[config.mk]
export PLATFORM = sky130hd
export DESIGN_NAME = vau_sqrt
export DESIGN_NICKNAME = d
export VERILOG_FILES = /design/src/rtl/vau_pkg.sv /design/src/rtl/vau_sqrt.sv
export SDC_FILE = /design/constraint.sdc
export NUM_CORES = 2
export LEC_CHECK = 0
export BUFFER_PORTS_ARGS = -buffer_cell sky130_fd_sc_hd__buf_2
export CAP_MARGIN = 40
export CORE_ASPECT_RATIO = 1.25
export CORE_MARGIN = 2
export CORE_UTILIZATION = 40
export DETAILED_ROUTE_END_ITERATION = 16
export GPL_ROUTABILITY_DRIVEN = 0
export PLACE_DENSITY_LB_ADDON = 0.2
export SYNTH_ARGS = -nofsm -noshare
export SYNTH_HDL_FRONTEND = slang
export SYNTH_MEMORY_MAX_BITS = 65536
export SYNTH_SLANG_ARGS = --single-unit
[constraint.sdc]
create_clock -name clk -period 5.1 [get_ports clk]
set_clock_uncertainty 0.05 [all_clocks]
set_input_delay 0.255 -clock clk [delete_from_list [all_inputs] [get_ports clk]]
set_output_delay 0.255 -clock clk [all_outputs]
set_load 0.005 [all_outputs]
[src/rtl/vau_pkg.sv]
// ----------------------------------------------------------------------------
// vau_pkg
// shared widths, operation codes and status codes of the vector unit
// ----------------------------------------------------------------------------
package vau_pkg;

  // value format: signed fixed point, VALUE_W bits with FRAC_BITS fraction
  localparam int VALUE_W  = 32;
  localparam int FRAC_BITS = 16;

  // square root of a sum of squares, one result bit per stage
  localparam int ROOT_W     = VALUE_W;
  localparam int RAD_W      = 2 * VALUE_W;
  localparam int SQRT_STEPS = ROOT_W;

  // restoring divider, one quotient bit per stage
  localparam int NUM_W     = VALUE_W + FRAC_BITS;
  localparam int DEN_W     = VALUE_W;
  localparam int DIV_STEPS = NUM_W;

  // operation codes
  localparam logic [2:0] OP_ADD   = 3'd0;
  localparam logic [2:0] OP_SUB   = 3'd1;
  localparam logic [2:0] OP_DOT   = 3'd2;
  localparam logic [2:0] OP_CROSS = 3'd3;
  localparam logic [2:0] OP_DIV   = 3'd4;
  localparam logic [2:0] OP_NORM  = 3'd5;

  // status codes
  localparam logic [1:0] ST_OK   = 2'd0;
  localparam logic [1:0] ST_SAT  = 2'd1;
  localparam logic [1:0] ST_DIVZ = 2'd2;

endpackage

[src/rtl/vau_sqrt.sv]
// ----------------------------------------------------------------------------
// vau_sqrt
// pipelined integer square root, floor of the root, one bit per stage
// ----------------------------------------------------------------------------
module vau_sqrt import vau_pkg::*; (
  input  logic              clk,
  input  logic              en,
  input  logic [RAD_W-1:0]  rad_in,
  output logic [ROOT_W-1:0] root_out
);

  localparam int REM_W = ROOT_W + 2;

  logic [RAD_W-1:0]  rad_q  [SQRT_STEPS];
  logic [REM_W-1:0]  rem_q  [SQRT_STEPS];
  logic [ROOT_W-1:0] root_q [SQRT_STEPS];

  for (genvar k = 0; k < SQRT_STEPS; k++) begin : g_step
    logic [RAD_W-1:0]  c_rad;
    logic [REM_W-1:0]  c_rem;
    logic [ROOT_W-1:0] c_root;
    logic [REM_W+1:0]  t;
    logic [REM_W+1:0]  trial;
    logic              ge;

    if (k == 0) begin : g_first
      assign c_rad  = rad_in;
      assign c_rem  = '0;
      assign c_root = '0;
    end else begin : g_next
      assign c_rad  = rad_q[k-1];
      assign c_rem  = rem_q[k-1];
      assign c_root = root_q[k-1];
    end

    // bring down the next two radicand bits and try 4*root+1
    assign t     = {c_rem, c_rad[RAD_W-1 -: 2]};
    assign trial = (REM_W + 2)'({c_root, 2'b01});
    assign ge    = (t >= trial);

    always_ff @(posedge clk) begin
      if (en) begin
        rad_q[k]  <= c_rad << 2;
        rem_q[k]  <= ge ? REM_W'(t - trial) : REM_W'(t);
        root_q[k] <= {c_root[ROOT_W-2:0], ge};
      end
    end
  end

  assign root_out = root_q[SQRT_STEPS-1];

endmodule

Yosys cells after proc, flatten, opt, wreduce, memory -nomap -nowiden

Memory sizes are Yosys's and may differ from the RTL's.
Index checks and enable logic that the tools add are counted.
Widths: inputs -> output; s select.

Add/subtract/negate cells: 32
Multiply operators: 0
Div/mod/pow operators: 0
Order comparisons: 32
Equality and inequality tests: 0
Shift operators: 0
Multiplexer cells: 34
Bitwise operators: 0
Reductions and logical operators: 0

Operators by type and width:

| operator            | number |
|---|---|
| $ge 36x34->1        | 31 |
| $mux 34             | 32 |
| $sub 34x34->34      | 31 |
| $sub 2x1->3 const B | 1 |
| $ge 2x1->1 const B  | 1 |
| $mux 1              | 2 |

Bits in registers: 0
Bits in latches: 0
Bits in writable memories: 4096
Memory bits (read-only): 0
Input port bits: 66
Output and inout port bits: 32
Memories kept: 3

Memory list:

| memory | words | bits a word | read ports | clocked after Yosys merged registers in | wr ports | RTL line       | text |
|---|---|---|---|---|---|---|---|
| rad_q  | 32    | 62          | 31         | 0                                       | 32       | vau_sqrt.sv:14 | `logic [RAD_W-1:0] rad_q [SQRT_STEPS];` |
| rem_q  | 32    | 34          | 31         | 0                                       | 32       | vau_sqrt.sv:15 | `logic [REM_W-1:0] rem_q [SQRT_STEPS];` |
| root_q | 32    | 32          | 32         | 0                                       | 32       | vau_sqrt.sv:16 | `logic [ROOT_W-1:0] root_q [SQRT_STEPS];` |

Depth between registers and ports, before layout

An unclocked memory read counts as a cell.

Word-level depth: 3
Depth in mapped cells: 15

Worst setup path after synthesis

OpenSTA, ideal clock, no wires.

Path type: register to register
Start point: memory rem_q[1][375] (netlist name)
End point: memory rem_q[1][439] (netlist name) (data pin)
Arrival: 3.301 ns
Slack: 1.470 ns
Cell stages (with the launch flop): 12
Buffers on the path: 0
Period minus slack after synthesis: 3.630 ns
Cells stage by stage: edfxtp_1 ha_1 o21ai_0 a211oi_1 nor4b_1 o311ai_0 or4b_2 a31oi_1 o21ai_0 a21o_1 a2111oi_0 xor2_1

RTL lines:

| item            | RTL line |
|---|---|
| start, declared | vau_sqrt.sv:15 |

==> results.cfg <==
[route]
drtAntennaViolNets = 0
vias = 70000
viasPerCell = 5.18
drt-total-wl_um = 247000
first_pass_iters = 6
wl_per_cell_um = 18.3
drc = 0
initialDrtViolationCount = 4555

[setup_path]
r2r_cells = 14
max_stage_delay_ns = 0.79
reg2reg_slack_ns = 0.46
crit_type = flip-flop to flip-flop
crit-reg2reg-launch = root_q[1][197]
cp_max_fo = 7
slowest_stage = a2111oi_0
endpoint_kind = flip-flop
crit_path_start = root_q[1][197]
path_cells = inv_1 > ha_1 > nand4_1 > a211oi_1 > o21ai_0 > a31o_2 > a2111oi_0 > buf_4 > nand2b_1 > a21oi_4 > a2111oi_0 > buf_4 > nand2_1 > xnor2_1
cp_data_required_time_ns = 5.64
rr_endpoint = rem_q[1][267]
cp.arrival_ns = 5.18
cp-start-kind = flip-flop
endpoint = rem_q[1][267]

[pwr]
p_comb_share_pct = 20.0
power_frac_clock_pct = 33.0
p_leak_nw = 50.2
ir_worst_vdd_uv = 353
p_sw_w = 0.0167
swShare_pct = 28.1
p_per_area_nw_per_um2 = 449
seq_power_share_pct = 47.1
intPower_w = 0.0428

[logic_synthesis]
synth_cell_types = 84
seq_area_frac_synth_pct = 64.7
synth_warnings = 0
yosys_register_bits = 2523
async_flop_share_pct = 0
synth_ff_type = edfxtp_1
syn-cell-area_um2 = 117000
netlist_instances = 9037
syn_nets = 9665
avgSynthCellArea_um2 = 13.0
synth_edf_count = 2523

[floorplan]
die_h_um = 609
die-area_um2 = 297000
boundaryPins = 98
rows = 222
initial_core_util_pct = 40.1
fp.coreArea_um2 = 292000
die_w_um = 488

[outcome]
status = finished, final reports clean

[clocking]
postCtsSetupBuffers = 0
cts_buffers = 279
cts_tree = done
clock_latency_ns = 0.86
path_clk_slew_ns = 0.06
cts-root-buf = clkbuf_16
clockBufferDepth = 4
htreeDepth = 5
numClockSinks = 2523

[timing]
slew_viol_final = 0
fin_ws_ns = 0.458
period_share_pct = 91.0
hold_viol_final = 0
min_period_ns = 4.64
worstMarginPinSlew_ns = 1.00
setup_tns_ns = 0
setup_viol = 0
max_freq_ghz = 0.215
grt_setup_unrepaired = false
max-slew-margin-rel_pct = 33.2

[place]
io_buffers = 97
dp_slack_ns = 0.602
dp.final_hpwl_um = 176000
dp.cells = 12900

[grt]
antenna_found_initial = 1
grt.total_usage_pct = 16.3
grt_pass1_vias = 70800
grt_max_degree = 188
grt_pass1_wl_um = 387000
grt_overflow = 0

[layout]
syn_to_final_growth_pct = 13.2
drive_gt1_share_pct = 7.45
fin_cells = 13500
num-nets-final = 10000

[run]
cap_violations = 0

[hold_path]
hp-class = input pin to flip-flop
-- critical path: cells and delay by family, from the launching register on --
kind | cells | cell delay, ns
fa+ha+maj | 1 | 0.37
flops | 1 | 0.47
xor+xnor | 1 | 0.24
buf+inv | 3 | 0.57
simple gates | 3 | 0.45
compound gates | 6 | 2.25
-- power groups by stage --
| stage | registers (W) | clock network, W | logic (W) |
|---|---|---|---|
| finish | 0.0280 | 0.0196 | 0.0119 |
| floorplan | 0.0276 | 0 | 0.00873 |
| detailed placement | 0.0285 | 0 | 0.0118 |
| global placement | 0.0284 | 0 | 0.0115 |
| CTS | 0.0281 | 0.0203 | 0.0119 |
| global route | 0.0283 | 0.0211 | 0.0133 |
-- through the flow --
stage          util, %  hold slack [ns]  area [um2]  power, W
5_1_grt           45.4           0.0243      133000    0.0626
3_3_place_gp      42.1            0.350      123000    0.0400
6_report          45.4           0.0782      133000    0.0595
3_5_place_dp      42.1            0.355      123000    0.0402
2_1_floorplan        -            0.304      117000    0.0363
4_1_cts           45.4          0.00160      133000    0.0603
-- cell usage after synthesis (all sizes together) (23+ instances only) --
cell	instances	share of area, %
o21a	94	0.60
a211oi	35	0.23
or2	52	0.28
clkbuf	163	0.52
ha	562	6.0
nand3b	42	0.27
nand4	101	0.54
nor2b	92	0.49
o31ai	57	0.37
o211ai	26	0.17
nand2b	112	0.60
a21oi	609	2.6
nor4	128	0.70
a21o	240	1.5
and2	29	0.15
edfxtp	2523	65
o21ai	449	1.9
buf	23	0.11
xnor2	464	3.5
nand3	168	0.72
inv	733	2.3
mux2	60	0.58
nor2	534	1.7
o21bai	48	0.31
or3	94	0.50
a31oi	50	0.27
nor3	216	0.93
or4	47	0.31
xor2	382	2.9
nand2	559	1.8
and3	49	0.26
-- sequential cells by signal, summed over array words and instances, names as in the netlist --
name    flops
rad_q     992
root_q    528
rem_q    1003
-- kinds of logic after synthesis --
logic type      after synthesis  synth area share, %
flops                      2523                 64.7
mux                          74                0.696
buf+inv                     919                 2.98
xor+xnor                    846                 6.32
compound gates             1806                 9.49
other cells                   1              0.00320
simple gates               2306                 9.85
fa+ha+maj                   562                 6.00
-- how the worst min path moves through the flow --
stage	startpoint	end	slack [ns]	depth (start not counted)
finish	rad_in[6]	rad_q[0][6]	0.08	2
global route	rad_in[60]	rad_q[0][60]	0.02	2
CTS	rad_in[6]	rad_q[0][6]	0.002	2
detailed placement	rad_q[0][52]	rad_q[0][116]	0.35	0
global placement	rad_q[0][259]	rad_q[0][323]	0.35	0
floorplan	rad_in[0]	rad_q[0][0]	0.30	0
-- layout make-up --
cell class / instances / area, um2
sequential: 2523 / 75800
inverter: 733 / 2750
clock buffer: 345 / 7460
antenna: 2 / 5.00
fill: 26000 / 159000
timing repair buffer: 275 / 2320
clock inverter: 137 / 1360
multi-input combinational: 5595 / 38000
tap: 3920 / 4900
-- per-layer routing --
layer	GRT usage, %	vias to the layer above	wire length [um]
li1	-	34200	-
met1	18.4	33800	96400
met2	30.3	1445	130000
met3	2.26	590	8760
met4	7.59	0	12000
met5	0	-	0
-- repair_timing --
item,in CTS,in global routing
gates resized for setup,0,0
hold buffers,97,0
hold endpoints to repair,130,0
endpoints found under the setup margin,0,0
-- cells in the final DEF, fill, tap and decap left out, drive strengths merged, types with 52 or more instances in the layout --
cell type    count
nor4           128
or3             94
nor2           534
clkbuf         345
clkinv          94
nor3           216
nand4          101
nor2b           92
dlygate4sd3     97
mux2            60
inv            742
nand2b         112
edfxtp        2523
xnor2          464
a21oi          609
nand3          168
o31ai           57
o21ai          449
nand2          559
buf            178
a21o           240
or2             52
o21a            94
xor2           382
ha             562
Note: power is estimated with default switching activity, not from simulation.
